$ cat src/tsrc_pkg.sv
// Shared constants, types and helpers of the ToF SPAD select and range check block.
package tsrc_pkg;

	localparam int DATA_W   = 16;
	localparam int STAT_W   = 8;
	localparam int DIV_W    = 24;
	localparam int RATE_SH  = 8;
	localparam int DCNT_W   = $clog2(DIV_W + 1);

	localparam logic [DATA_W-1:0] TARGET_RATE_RESET = 16'h0A00;
	localparam logic [DATA_W-1:0] SPAD_MAX          = 16'hFFFF;
	localparam logic [4:0]        STATUS_MASK       = 5'h1F;

	localparam logic [4:0] STATUS_VALID     = 5'd0;
	localparam logic [4:0] STATUS_WRAP_OK   = 5'd4;
	localparam logic [4:0] STATUS_NO_WRAP   = 5'd7;
	localparam logic [4:0] STATUS_MIN_RANGE = 5'd9;

	typedef struct packed {
		logic                  start;
		logic [DIV_W-1:0]      dividend;
		logic [DIV_W-1:0]      divisor;
	} div_req_t;

	typedef struct packed {
		logic                  busy;
		logic                  done;
		logic [DIV_W-1:0]      quotient;
	} div_rsp_t;

	function automatic logic status_ok(input logic [STAT_W-1:0] raw);
		logic [4:0] code;
		code = raw[4:0] & STATUS_MASK;
		return (code == STATUS_VALID) || (code == STATUS_WRAP_OK) ||
		       (code == STATUS_NO_WRAP) || (code == STATUS_MIN_RANGE);
	endfunction

endpackage

$ cat src/tsrc_if.sv
// Handshake channel interfaces: measurement input, result output and register write.
interface tsrc_meas_if
	import tsrc_pkg::*;
	();
	logic              valid;
	logic              ready;
	logic              data_ready;
	logic [STAT_W-1:0] raw_status;
	logic [DATA_W-1:0] effective_spads;
	logic [DATA_W-1:0] peak_rate;
	logic [DATA_W-1:0] range_mm;

	modport source (output valid, data_ready, raw_status, effective_spads, peak_rate,
		range_mm, input ready);
	modport sink (input valid, data_ready, raw_status, effective_spads, peak_rate,
		range_mm, output ready);
endinterface

interface tsrc_res_if
	import tsrc_pkg::*;
	();
	logic              valid;
	logic              ready;
	logic [DATA_W-1:0] held_range;
	logic              distance_valid;
	logic              spad_write;
	logic [DATA_W-1:0] spad_select;

	modport source (output valid, held_range, distance_valid, spad_write, spad_select,
		input ready);
	modport sink (input valid, held_range, distance_valid, spad_write, spad_select,
		output ready);
endinterface

interface tsrc_cfg_if
	import tsrc_pkg::*;
	();
	logic              valid;
	logic              ready;
	logic [DATA_W-1:0] data;

	modport source (output valid, data, input ready);
	modport sink (input valid, data, output ready);
endinterface

$ cat src/tof_spad_select_and_range_check.sv
// Top level: ToF result range check and SPAD selection update over one shared divider.
// A word is taken only in idle and handled alone: a SPAD update runs the single 24-bit
//   bit-serial divider twice, first for the rate and then, if that rate is nonzero, for
//   the selection; it is skipped when data is not ready or the SPAD count is zero.
// A finished result waits in the output register while the next word is taken.
// Reset (arst_n, asynchronous): idle, no result pending, last distance 0, target 0x0A00.
module tof_spad_select_and_range_check
	import tsrc_pkg::*;
(
	input  logic clk,
	input  logic arst_n,
	tsrc_meas_if.sink   meas,
	tsrc_res_if.source  res,
	tsrc_cfg_if.sink    cfg
);

	localparam logic [1:0] ST_IDLE = 2'd0;
	localparam logic [1:0] ST_RATE = 2'd1;
	localparam logic [1:0] ST_REQ  = 2'd2;
	localparam logic [1:0] ST_DONE = 2'd3;

	logic [1:0]        state_q;
	logic [DATA_W-1:0] target_q;
	logic [DATA_W-1:0] last_dist_q;
	logic              dvalid_q;
	logic              wr_q;
	logic [DATA_W-1:0] sel_q;

	logic              res_valid_q;
	logic [DATA_W-1:0] res_dist_q;
	logic              res_dvalid_q;
	logic              res_wr_q;
	logic [DATA_W-1:0] res_sel_q;

	div_req_t div_req;
	div_rsp_t div_rsp;
	logic     meas_acc;
	logic     range_ok;
	logic     res_free;

	tsrc_div u_div (
		.clk    (clk),
		.arst_n (arst_n),
		.req    (div_req),
		.rsp    (div_rsp)
	);

	assign meas.ready = (state_q == ST_IDLE);
	assign meas_acc   = meas.valid && meas.ready;
	assign range_ok   = meas.data_ready && (meas.range_mm != '0) && status_ok(meas.raw_status);
	assign res_free   = !res_valid_q || res.ready;
	assign cfg.ready  = 1'b1;

	always_comb begin
		div_req.start    = 1'b0;
		div_req.dividend = {meas.peak_rate, RATE_SH'(0)};
		div_req.divisor  = {RATE_SH'(0), meas.effective_spads};
		case (state_q)
			ST_IDLE: begin
				div_req.start = meas_acc && meas.data_ready && (meas.effective_spads != '0);
			end
			ST_RATE: begin
				div_req.start    = div_rsp.done && (div_rsp.quotient != '0);
				div_req.dividend = {target_q, RATE_SH'(0)};
				div_req.divisor  = div_rsp.quotient;
			end
			default: begin
				div_req.start = 1'b0;
			end
		endcase
	end

	always_ff @(posedge clk or negedge arst_n) begin
		if (!arst_n) begin
			state_q     <= ST_IDLE;
			target_q    <= TARGET_RATE_RESET;
			last_dist_q <= '0;
			res_valid_q <= 1'b0;
		end else begin
			if (cfg.valid && cfg.ready) begin
				target_q <= cfg.data;
			end
			// load a finished word, else drop the one just taken
			if ((state_q == ST_DONE) && res_free) begin
				res_valid_q <= 1'b1;
			end else if (res.ready) begin
				res_valid_q <= 1'b0;
			end
			case (state_q)
				ST_IDLE: begin
					if (meas_acc) begin
						if (range_ok) begin
							last_dist_q <= meas.range_mm;
						end
						state_q <= div_req.start ? ST_RATE : ST_DONE;
					end
				end
				ST_RATE: begin
					if (div_rsp.done) begin
						state_q <= div_req.start ? ST_REQ : ST_DONE;
					end
				end
				ST_REQ: begin
					if (div_rsp.done) begin
						state_q <= ST_DONE;
					end
				end
				ST_DONE: begin
					if (res_free) begin
						state_q <= ST_IDLE;
					end
				end
				default: begin
					state_q <= ST_IDLE;
				end
			endcase
		end
	end

	// per-word result fields; saturate the selection when the quotient overflows 16 bits
	always_ff @(posedge clk) begin
		case (state_q)
			ST_IDLE: begin
				if (meas_acc) begin
					dvalid_q <= range_ok;
					wr_q     <= 1'b0;
					sel_q    <= '0;
				end
			end
			ST_REQ: begin
				if (div_rsp.done) begin
					wr_q  <= 1'b1;
					sel_q <= (div_rsp.quotient[DIV_W-1:DATA_W] != '0) ? SPAD_MAX :
						div_rsp.quotient[DATA_W-1:0];
				end
			end
			ST_DONE: begin
				if (res_free) begin
					res_dist_q   <= last_dist_q;
					res_dvalid_q <= dvalid_q;
					res_wr_q     <= wr_q;
					res_sel_q    <= sel_q;
				end
			end
			default: begin
			end
		endcase
	end

	assign res.valid          = res_valid_q;
	assign res.held_range     = res_dist_q;
	assign res.distance_valid = res_dvalid_q;
	assign res.spad_write     = res_wr_q;
	assign res.spad_select    = res_sel_q;

endmodule

$ cat src/tsrc_div.sv
// Restoring divider, one quotient bit per cycle.
module tsrc_div
	import tsrc_pkg::*;
(
	input  logic     clk,
	input  logic     arst_n,
	input  div_req_t req,
	output div_rsp_t rsp
);

	logic [DIV_W-1:0]  dvd_q;
	logic [DIV_W-1:0]  dvs_q;
	logic [DIV_W-1:0]  rem_q;
	logic [DCNT_W-1:0] cnt_q;
	logic              busy_q;
	logic              done_q;

	logic [DIV_W:0]    rem_sh;
	logic              q_bit;
	logic [DIV_W:0]    rem_diff;

	always_comb begin
		rem_sh   = {rem_q, dvd_q[DIV_W-1]};
		q_bit    = (rem_sh >= {1'b0, dvs_q});
		rem_diff = q_bit ? (rem_sh - {1'b0, dvs_q}) : rem_sh;
	end

	always_ff @(posedge clk or negedge arst_n) begin
		if (!arst_n) begin
			busy_q <= 1'b0;
			done_q <= 1'b0;
			cnt_q  <= '0;
		end else begin
			done_q <= 1'b0;
			if (req.start) begin
				busy_q <= 1'b1;
				cnt_q  <= DCNT_W'(DIV_W);
			end else if (busy_q) begin
				cnt_q <= cnt_q - 1'b1;
				if (cnt_q == DCNT_W'(1)) begin
					busy_q <= 1'b0;
					done_q <= 1'b1;
				end
			end
		end
	end

	// quotient bits shift in behind the dividend bits as they are consumed
	always_ff @(posedge clk) begin
		if (req.start) begin
			dvd_q <= req.dividend;
			dvs_q <= req.divisor;
			rem_q <= '0;
		end else if (busy_q) begin
			dvd_q <= {dvd_q[DIV_W-2:0], q_bit};
			rem_q <= rem_diff[DIV_W-1:0];
		end
	end

	assign rsp.busy     = busy_q;
	assign rsp.done     = done_q;
	assign rsp.quotient = dvd_q;

endmodule

$ cat src/flat_wrapper.sv
// flat-port wrapper written by rule: the top's interface ports become plain ports
module tof_spad_select_and_range_check_flat import tsrc_pkg::*;
  (clk, arst_n, meas_valid, meas_data_ready, meas_raw_status, meas_effective_spads, meas_peak_rate, meas_range_mm, meas_ready, res_valid, res_held_range, res_distance_valid, res_spad_write, res_spad_select, res_ready, cfg_valid, cfg_data, cfg_ready);
  tsrc_meas_if meas_i ();
  tsrc_res_if res_i ();
  tsrc_cfg_if cfg_i ();
  input  logic clk;
  input  logic arst_n;
  input wire logic [$bits(meas_i.valid)-1:0] meas_valid;
  input wire logic [$bits(meas_i.data_ready)-1:0] meas_data_ready;
  input wire logic [$bits(meas_i.raw_status)-1:0] meas_raw_status;
  input wire logic [$bits(meas_i.effective_spads)-1:0] meas_effective_spads;
  input wire logic [$bits(meas_i.peak_rate)-1:0] meas_peak_rate;
  input wire logic [$bits(meas_i.range_mm)-1:0] meas_range_mm;
  output wire logic [$bits(meas_i.ready)-1:0] meas_ready;
  output wire logic [$bits(res_i.valid)-1:0] res_valid;
  output wire logic [$bits(res_i.held_range)-1:0] res_held_range;
  output wire logic [$bits(res_i.distance_valid)-1:0] res_distance_valid;
  output wire logic [$bits(res_i.spad_write)-1:0] res_spad_write;
  output wire logic [$bits(res_i.spad_select)-1:0] res_spad_select;
  input wire logic [$bits(res_i.ready)-1:0] res_ready;
  input wire logic [$bits(cfg_i.valid)-1:0] cfg_valid;
  input wire logic [$bits(cfg_i.data)-1:0] cfg_data;
  output wire logic [$bits(cfg_i.ready)-1:0] cfg_ready;
  assign meas_i.valid = meas_valid;
  assign meas_i.data_ready = meas_data_ready;
  assign meas_i.raw_status = meas_raw_status;
  assign meas_i.effective_spads = meas_effective_spads;
  assign meas_i.peak_rate = meas_peak_rate;
  assign meas_i.range_mm = meas_range_mm;
  assign meas_ready = meas_i.ready;
  assign res_valid = res_i.valid;
  assign res_held_range = res_i.held_range;
  assign res_distance_valid = res_i.distance_valid;
  assign res_spad_write = res_i.spad_write;
  assign res_spad_select = res_i.spad_select;
  assign res_i.ready = res_ready;
  assign cfg_i.valid = cfg_valid;
  assign cfg_i.data = cfg_data;
  assign cfg_ready = cfg_i.ready;
  tof_spad_select_and_range_check u_core (.clk(clk), .arst_n(arst_n), .meas(meas_i), .res(res_i), .cfg(cfg_i));
endmodule
$ cat config.mk
export PLATFORM = sky130hd
export DESIGN_NAME = tof_spad_select_and_range_check_flat
export DESIGN_NICKNAME = d
export VERILOG_FILES = /design/src/tsrc_pkg.sv /design/src/tsrc_if.sv /design/src/tof_spad_select_and_range_check.sv /design/src/tsrc_div.sv /design/src/flat_wrapper.sv
export SDC_FILE = /design/constraint.sdc
export NUM_CORES = 1
export LEC_CHECK = 0
export BUFFER_PORTS_ARGS = -buffer_cell sky130_fd_sc_hd__buf_2
export CORE_ASPECT_RATIO = 0.6
export CORE_UTILIZATION = 35
export CTS_CLUSTER_SIZE = 24
export DETAILED_ROUTE_END_ITERATION = 10
export HOLD_SLACK_MARGIN = 0.15
export PLACE_DENSITY = 0.51
export SLEW_MARGIN = 25
export SYNTH_ARGS = -nofsm -noshare
export SYNTH_HDL_FRONTEND = slang
export SYNTH_SLANG_ARGS = --single-unit
$ cat constraint.sdc
create_clock -name clk -period 8.7 [get_ports clk]
set_input_delay 0.435 -clock clk [delete_from_list [all_inputs] [get_ports clk]]
set_output_delay 0.435 -clock clk [all_outputs]
set_load 0.005 [all_outputs]
# ---- Word level (Yosys, flattened, before mapping)
# Index checks and enable logic that the tools add are counted.
dict set report totals {
  output_inout_bits 37
  ff_bits 166
}
dict set report op_classes {
  magnitude_cmp 1
  n_reduce_logical 26
  n_mux 29
  eq_ne 11
  addsub 2
}
# op n
set ops {}
lappend ops {{two-way mux 24 bit} 3}
lappend ops {{two-way mux 16 bit} 3}
lappend ops {{two-way mux 48 bit} 1}
lappend ops {{one-hot mux 16 bit (2 select lines)} 1}
lappend ops {{nonzero test 16 bit} 2}
lappend ops {{greater-or-equal comparator 25 x 24 -> 1 bit} 1}
lappend ops {{nonzero test 24 bit} 1}
lappend ops {{subtractor 24 bit} 1}
lappend ops {{two-way mux 1 bit} 11}
lappend ops {{== test 5 x 3 -> 1 bit, second input constant} 2}
lappend ops {{two-way mux 2 bit} 5}
lappend ops {{two-way mux 5 bit} 2}
lappend ops {{one-hot mux 2 bit (4 select lines)} 1}
lappend ops {{nonzero test 8 bit} 1}
lappend ops {{logical AND 1 bit} 7}
lappend ops {{inequality test 2 bit, second input constant} 3}
lappend ops {{AND reduction 3 bit} 2}
lappend ops {{nonzero test 2 bit} 3}
lappend ops {{== test 5 x 1 -> 1 bit, second input constant} 1}
lappend ops {{== test 5 x 4 -> 1 bit, second input constant} 1}
lappend ops {{logical NOT 5 bit} 1}
lappend ops {{subtractor 5 x 1 -> 5 bit, second input constant} 1}
lappend ops {{== test 2 bit, second input constant} 2}
lappend ops {{logical OR 1 bit} 4}
lappend ops {{other kinds (7)} 9}

# ---- Depth between registers and ports, before layout
# Gate-level depths: netlist of run 1.
dict set report logic_depth {
  word_depth 8
  depth_mapped 12
  depth_no_buf 11
}

# ---- Hierarchy
# A second synthesis of run 1 with hierarchy kept.
dict set report hier_totals {
  hier_cells 661
  area_unflattened_um2 8341.8
}
# mod instances area_each_um2 cells_per_inst
set modules_own_cells {}
lappend modules_own_cells {tsrc_div 1 4509.3 417}
lappend modules_own_cells {tof_spad_select_and_range_check 1 3832.4 244}

# ---- Least setup slack after synthesis of run 1
# No wires, ideal clock.
dict set report synth_path {
  path_type {flip-flop to flip-flop}
  startpoint {register u_core.u_div.dvd_q[12]}
  endpoint {register u_core.u_div.dvd_q[0], enable pin}
  arrival_time_ns 2.386
  setup_ns 0.425
  required_time_ns 8.275
  setup_slack_ns 5.889
  period_less_slack_ns 2.811
  stages_incl_launch_ff 8
  path_cell_list {edfxtp_1 > or4_1 > nor4_1 > nand4_1 > a21oi_1 > clkbuf_1 > clkbuf_1 > nand2_1}
}
dict set report synth_via {
  elab_chain_cells 4
}
# item line_no
set synth_rtl {}
lappend synth_rtl {{start, declared} tsrc_div.sv:11} ;# logic [DIV_W-1:0] dvd_q;
lappend synth_rtl {{start signal, assigned} tsrc_div.sv:51} ;# dvd_q <= req.dividend;
lappend synth_rtl {{start signal, assigned} tsrc_div.sv:55} ;# dvd_q <= {dvd_q[DIV_W-2:0], q_bit};
lappend synth_rtl {{nonzero test 24 bit} tof_spad_select_and_range_check.sv:63} ;# div_req.start = div_rsp.done && (div_rsp.quotient != '0);
lappend synth_rtl {{logical AND 1 bit} tof_spad_select_and_range_check.sv:63}
lappend synth_rtl {{one-hot mux 1 bit (2 select lines)} tof_spad_select_and_range_check.sv:58} ;# case (state_q)
lappend synth_rtl {{nonzero test 2 bit (no source line)} n/a}
# No other way between the ends.
# A chain may end at the register's enable or synchronous reset.

# ---- Worst setup path after layout of run 1
dict set report layout_path {
  startpoint {register u_core.u_div.dvd_q[23]}
  endpoint {register u_core.u_div.rem_q[12]}
}
dict set report layout_via {
  elab_chain_cells 3
}
# item line_no
set layout_rtl {}
lappend layout_rtl {{parallel branches: the longest is 3 deep, another holds subtractor 24 bit} n/a}
lappend layout_rtl {{end signal, assigned} tsrc_div.sv:56} ;# rem_q <= rem_diff[DIV_W-1:0];
lappend layout_rtl {{end, declared} tsrc_div.sv:13} ;# logic [DIV_W-1:0] rem_q;
# Parallel ways; which one is timed is not known.

==> results of run 1 <==
[timing repair]
| item | 4_1_cts | 5_1_grt |
|---|---|---|
| hold buffers | 0 | 1 |
| endpoints found under the hold margin | 0 | 40 |
| endpoints found under the setup margin | 0 | 0 |
[how the worst max path moves through the flow]
stage,cells past startpoint,endpoint,start
after global routing,10,u_core.u_div.rem_q[12],u_core.u_div.dvd_q[23]
after global placement,10,u_core.u_div.rem_q[12],u_core.u_div.dvd_q[23]
final,10,u_core.u_div.rem_q[12],u_core.u_div.dvd_q[23]
after detailed placement,10,u_core.u_div.rem_q[12],u_core.u_div.dvd_q[23]
after CTS,10,u_core.u_div.rem_q[12],u_core.u_div.dvd_q[23]
after floorplan,7,u_core.u_div.dvd_q[0],u_core.u_div.dvd_q[12]
[registers in the layout, indices dropped and copies added (netlist names), 2 cells and up]
name	count
u_core.last_dist_q	16
u_core.u_div.dvd_q	24
u_core.res.spad_select	16
u_core.u_div.rem_q	24
u_core.u_div.dvs_q	24
u_core.res.held_range	16
u_core.sel_q	16
u_core.state_q	2
u_core.u_div.cnt_q	5
u_core.target_q	16
[cells in the final DEF (no fill, tap or decap), types with 7 or more instances in the layout]
cell | synthesis | final
sky130_fd_sc_hd__buf_2 | 5 | 109
sky130_fd_sc_hd__edfxtp_1 | 100 | 100
sky130_fd_sc_hd__nand2_1 | 76 | 75
sky130_fd_sc_hd__mux2_2 | 48 | 48
sky130_fd_sc_hd__inv_1 | 41 | 41
sky130_fd_sc_hd__dfrtp_1 | 40 | 40
sky130_fd_sc_hd__nor2_1 | 38 | 38
sky130_fd_sc_hd__ha_1 | 31 | 30
sky130_fd_sc_hd__a21oi_1 | 28 | 27
sky130_fd_sc_hd__o21ai_0 | 26 | 26
sky130_fd_sc_hd__dfxtp_1 | 24 | 24
sky130_fd_sc_hd__and2_1 | 19 | 19
sky130_fd_sc_hd__mux2i_1 | 18 | 18
sky130_fd_sc_hd__o21a_1 | 18 | 18
sky130_fd_sc_hd__a311oi_1 | 18 | 18
sky130_fd_sc_hd__clkbuf_16 | 0 | 17
sky130_fd_sc_hd__nor4_1 | 15 | 15
sky130_fd_sc_hd__xnor2_1 | 13 | 13
sky130_fd_sc_hd__a21o_1 | 11 | 11
sky130_fd_sc_hd__nor3_1 | 10 | 10
sky130_fd_sc_hd__nand3_1 | 10 | 10
sky130_fd_sc_hd__a31oi_1 | 7 | 7
sky130_fd_sc_hd__buf_4 | 1 | 7
[logic make-up after synthesis]
kind of cell / after synthesis / synth area share (%)
simple gates: 200 / 12.0
buf+inv: 74 / 3.58
xor+xnor: 19 / 2.06
mux: 66 / 8.92
flops: 166 / 56.2
other cells: 1 / 0.0464
compound gates: 143 / 12.2
fa+ha+maj: 32 / 5.05
[per-stage QoR]
stage,utilization (%),worst slack (ns)
2_1_floorplan,-,5.89
3_3_place_gp,40.0,5.45
3_5_place_dp,40.0,5.45
4_1_cts,42.6,5.39
5_1_grt,42.6,5.09
6_report,42.6,5.39
[final cells by class]
type                            count  area (um^2)  share of cell area, %
Clock buffer                       22          474                   4.98
Sequential cell                   166         4540                   47.6
Multi-Input combinational cell    461         3270                   34.3
Clock inverter                     10         95.1                  0.999
Tap cell                          308          385                   4.05
Timing Repair Buffer              117          608                   6.39
Inverter                           41          154                   1.62
[layer usage]
layer  track usage, %  up-vias
met1             28.2     2863
met4             5.23        0
li1                 -     2786
met5                0        -
met3             4.38       20
met2             23.5      141
[power by group through the flow]
stage	registers (W)	clock network [W]	logic, W
2_1_floorplan	0.00133	0	0.00109
3_3_place_gp	0.00138	0	0.00145
3_5_place_dp	0.00139	0	0.00148
4_1_cts	0.00138	0.000755	0.00149
5_1_grt	0.00141	0.000795	0.00168
6_report	0.00138	0.000740	0.00150
[worst max-delay path, delay by kind of cell, from the launching register on]
kind	cells	cell delay, ns
adders and majority gates	1	0.22
and+or+nand+nor	2	0.98
AOI/OAI and AO/OA	6	1.43
DFF	1	0.46
buffers and inverters	1	0.11
==> results.md, run 1 <==
* Yosys warns at 0
* Post-synth design cell area at around 8100 um^2
* Internal power component at 0.00222 W
* CTS resizes at 0
* Type of the worst min-delay path: in2reg
* Minimum clock period at ~3.3 ns
* Hold path startpoint: cfg_data[4]
* Status: complete, no violations
* Sequential cell fraction of total power at 38.1%
* DRT Wirelength at around 20 mm
* Rows at 42
* CTS tree: built
* Global route total overflow at 0
* Design Area, Final at between 9000 and 10000 um^2
* Detailed placement HPWL at 14.4 mm
* Pin count of the biggest net entering global routing at 53
* Setup Total Neg Slack at 0 ns
* Layout Area Growth over Synthesis at 17.9%
* Pwr dens at about 380 nW/um^2
* Library cell used as clock root buffer: sky130_fd_sc_hd__clkbuf_16
* Number of top-level pins at 115
* Post-detailed-route via-to-cell ratio at roughly 5.2
* Hold slack at ~0.23 ns
* Setup Buffers After CTS at 0
* Required time reported for the critical path endpoint at 9.04 ns
* Final Skew at around 0.0092 ns
* Final nets at a little over 900
* Power dissipated by switching net loads at about 0.0014 W
* Post-route DRC violation count at 0
* Dpl cells at between 1000 and 1500
* Max Used Layer: met4
* CP Max Fanout at 20
* Clock slew at reported path FFs at ~0.070 ns
* Number of H-tree branching levels at 4
* Worst Reg-to-Reg Cells at 10
* Slew HR at between 30 and 40%
* Clock latency at the later pin of the worst-skew pair at 0.44 ns
* Remaining antenna violation count at 0
* Sw frac at between 30 and 40%
* Share of the cycle needed by the critical path after routing at 38.1%
* Category of the critical setup timing path: reg2reg
* Die Area at roughly 24000 um^2
* Hold violation total from the final report at 0
* Comb power frac at approximately two fifths
* Maximum capacitance violations at 0
* Unrepaired setup endpoints after global routing: no
* Average wire length per cell after detail routing at 17.9 um
* Most common flop cell mapped by yosys: sky130_fd_sc_hd__edfxtp_1
* Core Box Area at ~22000 um^2
* Vert. Die Dim at about 120 um
* Routed vias at about 5800
* All-layer global routing usage at between 10% and 20%
* Wire length on met3 at just over 900 um
* Maximum vdd drop at approximately 0.18 mV
* Number of cells produced by synthesis at 701
* Share of synthesized registers carrying an async set or reset at approximately a quarter
* Number of cells in the finished layout apart from fillers at around 1100
* Final Setup Violations at 0
* Worst flop-to-flop path endpoint: u_core.u_div.rem_q[12]
* Crit path cell chain: inv_1, ha_1, nand3b_1, a211oi_2, o21ai_1, o21bai_2, a311o_2, and2_1, o31ai_1, a311oi_1
* Number of buffers added by the clock tree synthesis step at 17
* Most repeated cell in the gate-level netlist after synthesis: sky130_fd_sc_hd__edfxtp_1
* Wire length of the first global-routing pass at between 30 and 40 mm
* Share of the yosys chip area belonging to registers at between 50% and 60%
* Dominant cells by area after synthesis: sky130_fd_sc_hd__edfxtp_1 37%, sky130_fd_sc_hd__dfrtp_1 12%, sky130_fd_sc_hd__mux2_2 6.7%, sky130_fd_sc_hd__dfxtp_1 5.9%, sky130_fd_sc_hd__ha_1 4.8%
* Number of enable flip-flop cells after synthesis at 100
* CP peak stage delay at roughly 0.8 ns
* Highest-delay cell along the critical path: sky130_fd_sc_hd__and2_1
* Horizontal die dimension at 198 um
* Metal-1 WL at 10.9 mm
* Overall power of the completed layout at about 0.0036 W
* Library cell with the largest summed area after synthesis: sky130_fd_sc_hd__edfxtp_1
* Count of final max-slew check failures at 0
* Buffers on Ports at 110
* Number of global-route vias before repair at between 5000 and 6000
* Cell area after placement at 8940 um^2
* Sink of the worst hold path: u_core.target_q[4]
* # clock sinks at between 150 and 200
* Number of nets produced by synthesis at ~810
* Peak clock frequency supported by timing at between 300 and 400 MHz
* Kind of start point of the critical path: flop
* Synth Area per Inst at approximately 12 um^2
* Leakage power at 3.96 nW
* Post-synth cell types at 66
* Initial cell density of the core at 36.2%
* Worst setup EP type: flop
* # fillers at ~2100
* Number of iterations in the first detailed-routing pass at 5
* Data arrival time of the critical path at about 3.7 ns
* Transition time of the tightest slew-check pin at 0.958 ns
* Clock share of power at 20.5%
* Reg-to-reg startpoint: u_core.u_div.dvd_q[23]
* Weighted congestion at the end of routability-driven global placement at between 0.8 and 0.9
* Buffer depth of the longest clock path at 2
* Top-area cell type share of the netlist area at a little under two fifths
* Wire length on met2 at 8.04 mm
* Antenna violations before repair at 0
* Share of cells above drive strength 1 at around 25%
* Worst Hold Depth at 2
* Diodes inserted at 0
* Commonest cells in the netlist: 100 x sky130_fd_sc_hd__edfxtp_1, 76 x sky130_fd_sc_hd__nand2_1, 48 x sky130_fd_sc_hd__mux2_2
* Synth Register Bits at ~170
* Minimum setup slack among reg-to-reg paths at between 5 and 6 ns
* DRT iter0 DRCs at ~360
Note: power is estimated with default switching activity, not from simulation.
==> run 2, diff against run 1 <==
clock period = 3.4 ns   (was 8.7 ns; I/O delays follow)
==> results.md, run 2 (synthesized netlist as in run 1, its figures left out) <==
* Leakage power at 4.29 nW (was 3.96 nW)
* Rows at 42 (unchanged)
* Worst setup EP type: flop (unchanged)
* All-layer global routing usage at 18.4% (was 17.9%)
* Number of H-tree branching levels at 4 (unchanged)
* Slew HR at 49.7% (was 36.1%)
* Antenna violations before repair at 0 (unchanged)
* Buffer depth of the longest clock path at 2 (unchanged)
* Status: complete, no violations (unchanged)
* Cell type group with the largest total delay on the critical path: compound AO/OA/AOI/OAI gates (unchanged)
* Core occupancy in the finished layout at 45.9% (was 42.6%)
* Die Area at 23700 um^2 (unchanged)
* # fillers at 2064 (was 2146)
* Core Box Area at 22300 um^2 (unchanged)
* Final Setup Violations at 0 (unchanged)
* Data arrival time of the critical path at 3.46 ns (was 3.65 ns)
* Crit path cell chain: inv_1, ha_1, nand3b_1, a211oi_2, o21ai_1, o21bai_2, a311o_2, and2_1, buf_4, nand2_1, a311oi_1 (was inv_1, ha_1, nand3b_1, a211oi_2, o21ai_1, o21bai_2, a311o_2, and2_1, o31ai_1, a311oi_1)
* Weighted congestion at the end of routability-driven global placement at 0.871 (was 0.891)
* Pin count of the biggest net entering global routing at 53 (unchanged)
* Setup Total Neg Slack at 0 ns (unchanged)
* Hold violation total from the final report at 0 (unchanged)
* Kind of start point of the critical path: flop (unchanged)
* Library cell used as clock root buffer: sky130_fd_sc_hd__clkbuf_16 (unchanged)
* Type of the worst min-delay path: in2reg (unchanged)
* Dpl cells at 1100 (was 1092)
* Post-route DRC violation count at 0 (unchanged)
* Buf+Inv Stages, Crit Path at 2 (was 1)
* Highest-delay cell along the critical path: sky130_fd_sc_hd__and2_1 (unchanged)
* Layout Area Growth over Synthesis at 27.0% (was 17.9%)
* Remaining antenna violation count at 0 (unchanged)
* Final nets at 988 (was 914)
* Number of buffers added by the clock tree synthesis step at 17 (unchanged)
* CP peak stage delay at 0.47 ns (was 0.78 ns)
* Transition time of the tightest slew-check pin at 0.753 ns (was 0.958 ns)
* Maximum capacitance violations at 0 (unchanged)
* Peak clock frequency supported by timing at 320 MHz (was 302 MHz)
* Category of the critical setup timing path: reg2reg (unchanged)
* Routed vias at 5989 (was 5810)
* Wire length of the first global-routing pass at 33.0 mm (was 31.7 mm)
* Count of final max-slew check failures at 0 (unchanged)
* Minimum setup slack among reg-to-reg paths at 0.28 ns (was 5.39 ns)
* Post-detailed-route via-to-cell ratio at 4.99 (was 5.16)
* Final Skew at 0.00689 ns (was 0.00916 ns)
* Vert. Die Dim at 120 um (unchanged)
* Clock slew at reported path FFs at 0.07 ns (about the same)
* Most frequent cells in the layout: 109 x sky130_fd_sc_hd__buf_2, 100 x sky130_fd_sc_hd__edfxtp_1, 76 x sky130_fd_sc_hd__nand2_1, 67 x sky130_fd_sc_hd__dlygate4sd3_1, 48 x sky130_fd_sc_hd__mux2_2 (was 109 x sky130_fd_sc_hd__buf_2, 100 x sky130_fd_sc_hd__edfxtp_1, 75 x sky130_fd_sc_hd__nand2_1, 48 x sky130_fd_sc_hd__mux2_2, 41 x sky130_fd_sc_hd__inv_1)
* Required time reported for the critical path endpoint at 3.73 ns (was 9.04 ns)
* CP Max Fanout at 11 (was 20)
* Minimum clock period at 3.12 ns (was 3.31 ns)
* Design Area, Final at 10300 um^2 (was 9520 um^2)
* Leading cell type in the layout, fill and taps excluded: sky130_fd_sc_hd__buf_2 (unchanged)
* # clock sinks at 166 (unchanged)
* Share of cells above drive strength 1 at 24.1% (was 25.5%)
* Number of top-level pins at 115 (unchanged)
* Diodes inserted at 0 (unchanged)
* Unrepaired setup endpoints after global routing: no (unchanged)
* Horizontal die dimension at 198 um (unchanged)
* Detailed placement HPWL at 14.8 mm (was 14.4 mm)
* Global route total overflow at 0 (unchanged)
* Cell area after placement at 9000 um^2 (was 8940 um^2)
* Number of iterations in the first detailed-routing pass at 5 (unchanged)
* Overall power of the completed layout at 0.00945 W (was 0.00361 W)
* Largest registers in the final layout: u_core.u_div.dvd_q: 24 flops, u_core.u_div.dvs_q: 24 flops, u_core.u_div.rem_q: 24 flops (unchanged)
* Share of the cycle needed by the critical path after routing at 91.9% (was 38.1%)
* Number of global-route vias before repair at 6077 (was 5613)
* Average wire length per cell after detail routing at 17.2 um (was 17.9 um)
* Buffers on Ports at 110 (unchanged)
* Pwr dens at 921 nW/um^2 (was 380 nW/um^2)
* CTS tree: built (unchanged)
* DRT iter0 DRCs at 315 (was 356)
* Maximum vdd drop at 0.441 mV (was 0.179 mV)
* Initial cell density of the core at 36.2% (unchanged)
* Number of cells in the finished layout apart from fillers at 1199 (was 1125)
* DRT Wirelength at 20.6 mm (was 20.1 mm)
* Clock latency at the later pin of the worst-skew pair at 0.43 ns (was 0.44 ns)
## run 2: cell types whose count changed in the layout (fill, tap and decap cells not counted), moves of 2 or more
cell | before | now
sky130_fd_sc_hd__dlygate4sd3_1 | 1 | 67
sky130_fd_sc_hd__clkinv_2 | 2 | 5
sky130_fd_sc_hd__clkbuf_8 | 3 | 0
sky130_fd_sc_hd__bufinv_16 | 1 | 3
sky130_fd_sc_hd__buf_4 | 7 | 15
## run 2: final timing paths
check / cells after the start / endpoint / startpoint
max: 11 / u_core.u_div.rem_q[6] / u_core.u_div.dvd_q[23]
min: 2 / u_core.dvalid_q / meas_raw_status[4]
max reg2reg: 11 / u_core.u_div.rem_q[6] / u_core.u_div.dvd_q[23]
min reg2reg: 0 / u_core.res.spad_select[15] / u_core.sel_q[15]
max in group asynchronous: 2 / u_core.last_dist_q[8] / arst_n
min in group asynchronous: 2 / u_core.last_dist_q[6] / arst_n
## run 2: cell type report
| class | count | area [um^2] | share of cell area [%] |
|---|---|---|---|
| clock inverter | 13 | 156 | 1.52 |
| clock buffer | 19 | 433 | 4.22 |
| multi-input combinational | 461 | 3270 | 31.8 |
| inverter | 41 | 154 | 1.50 |
| sequential | 166 | 4540 | 44.2 |
| timing repair buffer | 191 | 1330 | 12.9 |
| tap | 308 | 385 | 3.76 |
## run 2: worst register-to-register path, delay by kind of cell (launching register included)
kind	cells	cell delay, ns
fa+ha+maj	1	0.22
compound gates	5	1.28
simple gates	3	0.75
buf+inv	2	0.36
flops	1	0.44
## run 2: what timing repair did
item                                    CTS  global route
resized for setup                         0             1
hold endpoints to repair                106             0
hold buffers                             67             0
endpoints found under the setup margin    0             1
setup buffers                             0             0
## run 2: metrics by stage
step | hold slack, ns | setup WS, ns
final | 0.178 | 0.277
after global routing | 0.168 | 0.0290
after CTS | 0.151 | 0.271
after detailed placement | 0.384 | 0.260
after global placement | 0.359 | 0.434
after floorplan | -0.126 | 0.589
## run 2: report_power, final
part           leakage (nW)  internal [W]  switching [W]
Combinational          2.33       0.00169        0.00228
Clock                 0.287       0.00115       0.000804
Sequential             1.68       0.00305       0.000475
Total                  4.29       0.00589        0.00356
## run 2: layer usage
| metal | routed length (um) | track usage (%) | vias to the layer above | part of all wire [%] |
|---|---|---|---|---|
| met3 | 836 | 3.65 | 14 | 4.1 |
| met5 | 0 | 0 | - | 0 |
| met4 | 204 | 5.09 | 0 | 0.99 |
| met1 | 10900 | 28.1 | 2914 | 53 |
| li1 | - | - | 2936 | - |
| met2 | 8630 | 26.3 | 125 | 42 |
==> run 3, diff against run 2 <==
SYNTH_HIERARCHICAL = 1   (was not set)
==> results.md, run 3 <==
* Antenna violations before repair at 1 (was 0)
* Pin count of the biggest net entering global routing at 68 (was 53)
* Unrepaired setup endpoints after global routing: no (unchanged)
* All-layer global routing usage at 18.0% (was 18.4%)
* Number of cells produced by synthesis at 660 (was 701)
* Count of final max-slew check failures at 0 (unchanged)
* Final Skew at 0.00821 ns (was 0.00689 ns)
* CP Max Fanout at 11 (unchanged)
* Slew HR at 42.4% (was 49.7%)
* Die Area at 24500 um^2 (was 23700 um^2)
* Initial cell density of the core at 35.9% (was 36.2%)
* Diodes inserted at 0 (unchanged)
* Clock share of power at 46.8% (was 20.7%)
* Sequential cell fraction of total power at 49.3% (was 37.3%)
* Detailed placement HPWL at 15.1 mm (was 14.8 mm)
* Share of cells above drive strength 1 at 30.6% (was 24.1%)
* Number of iterations in the first detailed-routing pass at 5 (unchanged)
* Number of global-route vias before repair at 5930 (was 6077)
* Power dissipated by switching net loads at 0.000883 W (was 0.00356 W)
* Maximum vdd drop at 0.326 mV (was 0.441 mV)
* Largest registers in the final layout: u_core/u_div/dvd_q: 24 flops, u_core/u_div/dvs_q: 24 flops, u_core/u_div/rem_q: 24 flops (was u_core.u_div.dvd_q: 24 flops, u_core.u_div.dvs_q: 24 flops, u_core.u_div.rem_q: 24 flops)
* Final nets at 941 (was 988)
* Overall power of the completed layout at 0.00435 W (was 0.00945 W)
* Maximum capacitance violations at 0 (unchanged)
* Setup Total Neg Slack at 0 ns (unchanged)
* Post-route DRC violation count at 0 (unchanged)
* Sw frac at 20.3% (was 37.7%)
* Kind of start point of the critical path: flop (unchanged)
* Final Setup Violations at 0 (unchanged)
* Clock latency at the later pin of the worst-skew pair at 0.43 ns (about the same)
* # clock sinks at 166 (unchanged)
* Required time reported for the critical path endpoint at 3.75 ns (was 3.73 ns)
* Core Box Area at 23200 um^2 (was 22300 um^2)
* Number of buffers added by the clock tree synthesis step at 17 (unchanged)
* Buffer depth of the longest clock path at 2 (unchanged)
* Synth Area per Inst at 12.6 um^2 (was 11.5 um^2)
* Library cell used as clock root buffer: sky130_fd_sc_hd__clkbuf_16 (unchanged)
* Layout Area Growth over Synthesis at 24.8% (was 27.0%)
* Hold violation total from the final report at 0 (unchanged)
* Transition time of the tightest slew-check pin at 0.864 ns (was 0.753 ns)
* Comb power frac at 3.9% (was 42.0%)
* Clock slew at reported path FFs at 0.07 ns (about the same)
* Buffers on Ports at 110 (unchanged)
* Weighted congestion at the end of routability-driven global placement at 0.904 (was 0.871)
* Number of top-level pins at 115 (unchanged)
* Vert. Die Dim at 122 um (was 120 um)
* Share of the cycle needed by the critical path after routing at 95.4% (was 91.9%)
* Number of H-tree branching levels at 4 (unchanged)
* Leakage power at 4.21 nW (was 4.29 nW)
* Pwr dens at 418 nW/um^2 (was 921 nW/um^2)
* Type of the worst min-delay path: in2reg (unchanged)
* # fillers at 2171 (was 2064)
* CTS tree: built (unchanged)
* Internal power component at 0.00347 W (was 0.00589 W)
* Data arrival time of the critical path at 3.59 ns (was 3.46 ns)
* Post-detailed-route via-to-cell ratio at 5.04 (was 4.99)
* Average wire length per cell after detail routing at 18.0 um (was 17.2 um)
* Horizontal die dimension at 201 um (was 198 um)
* Leading cell type in the layout, fill and taps excluded: sky130_fd_sc_hd__buf_2 (unchanged)
* Yosys warns at 6 (was 0)
* CTS resizes at 0 (unchanged)
* Worst setup EP type: flop (unchanged)
* Most frequent cells in the layout: 109 x sky130_fd_sc_hd__buf_2, 100 x sky130_fd_sc_hd__edfxtp_1, 80 x sky130_fd_sc_hd__mux2_2, 52 x sky130_fd_sc_hd__dlygate4sd3_1, 40 x sky130_fd_sc_hd__dfrtp_1 (was 109 x sky130_fd_sc_hd__buf_2, 100 x sky130_fd_sc_hd__edfxtp_1, 76 x sky130_fd_sc_hd__nand2_1, 67 x sky130_fd_sc_hd__dlygate4sd3_1, 48 x sky130_fd_sc_hd__mux2_2)
* Remaining antenna violation count at 0 (unchanged)
* Peak clock frequency supported by timing at 308 MHz (was 320 MHz)
* Global route total overflow at 0 (unchanged)
* DRT iter0 DRCs at 415 (was 315)
* Post-synth design cell area at 8330 um^2 (was 8080 um^2)
* Rows at 43 (was 42)
* Minimum clock period at 3.24 ns (was 3.12 ns)
* Wire length of the first global-routing pass at 33.4 mm (was 33.0 mm)
* Setup Buffers After CTS at 0 (unchanged)
* Routed vias at 5837 (was 5989)
* DRT Wirelength at 20.9 mm (was 20.6 mm)
* Status: complete, no violations (unchanged)
* Category of the critical setup timing path: reg2reg (unchanged)
-- run 3: cell count changes in the layout (fill, tap and decap cells not counted), moves of 8 or more --
cell                            change
sky130_fd_sc_hd__a211oi_1           +8
sky130_fd_sc_hd__conb_1             +8
sky130_fd_sc_hd__a311oi_1          -14
sky130_fd_sc_hd__dlygate4sd3_1     -15
sky130_fd_sc_hd__nand2b_1           +8
sky130_fd_sc_hd__and2_1             -9
sky130_fd_sc_hd__mux2_4            +11
sky130_fd_sc_hd__a21oi_1            -9
sky130_fd_sc_hd__nand2_1           -52
sky130_fd_sc_hd__mux2_2            +32
-- run 3: final cells by class --
type                            instances  area, um^2  area share [%]
Sequential cell                       166        4540            43.6
Multi-Input combinational cell        434        3540            34.1
Timing Repair Buffer                  176        1180            11.3
Clock buffer                           19         433            4.16
Tap cell                              315         394            3.79
Clock inverter                         13         180            1.73
Inverter                               36         135            1.30
-- run 3: critical path: stages (launching register included) --
cell and delay (ns):
sky130_fd_sc_hd__edfxtp_1 0.33, sky130_fd_sc_hd__inv_1 0.04, sky130_fd_sc_hd__ha_1 0.40, sky130_fd_sc_hd__nand4_1 0.19, sky130_fd_sc_hd__nor3_1 0.47, sky130_fd_sc_hd__a2111oi_0 0.20, sky130_fd_sc_hd__a21oi_1 0.30, sky130_fd_sc_hd__o32ai_1 0.25
sky130_fd_sc_hd__nor2_4 0.17, sky130_fd_sc_hd__buf_4 0.27, sky130_fd_sc_hd__mux2_4 0.33, sky130_fd_sc_hd__a211oi_2 0.20
-- run 3: per-layer routing --
metal	global-route usage, %	share of wire, %	up-vias	wire length [um]
met3	4.60	5.4	17	1130
met1	26.7	52	2850	10800
met5	0	0.048	-	10
li1	-	-	2797	-
met2	25.9	42	171	8770
met4	5.02	0.85	2	178
-- run 3: worst paths after layout --
kind | start | cells past startpoint | slack [ns] | end
max in group asynchronous | arst_n | 2 | 2.73 | u_core/last_dist_q[8]
max reg2reg | u_core/u_div/dvs_q[11] | 11 | 0.16 | u_core/u_div/rem_q[0]
min reg2reg | u_core/sel_q[6] | 0 | 0.42 | u_core/res.spad_select[6]
min | meas_peak_rate[9] | 3 | 0.18 | u_core/u_div/dvd_q[17]
min in group asynchronous | arst_n | 2 | 0.28 | u_core/target_q[15]
max | u_core/u_div/dvs_q[11] | 11 | 0.16 | u_core/u_div/rem_q[0]
-- run 3: what timing repair did --
item / 4_1_cts / 5_1_grt
endpoints found under the hold margin: 92 / 0
hold buffers: 52 / 0
endpoints found under the setup margin: 0 / 0
-- run 3: power by group through the flow --
stage	Sequential [W]	Combinational (W)	Clock, W
2_1_floorplan	0.00218	0.0000476	0
3_3_place_gp	0.00219	0.000118	0
3_5_place_dp	0.00219	0.000121	0
4_1_cts	0.00214	0.000168	0.00209
5_1_grt	0.00215	0.000184	0.00218
6_report	0.00215	0.000168	0.00204
-- run 3: through the flow --
stage	worst slack (ns)	cell area (um^2)	std cells	hold WS (ns)	util (%)
3_5_place_dp	0.235	9260	1075	0.385	39.9
4_1_cts	0.217	10400	1159	0.154	44.7
2_1_floorplan	0.179	8360	667	-0.126	-
6_report	0.156	10400	1159	0.182	44.7
5_1_grt	0.0165	10400	1159	0.160	44.7
3_3_place_gp	0.312	9260	1075	0.372	39.9
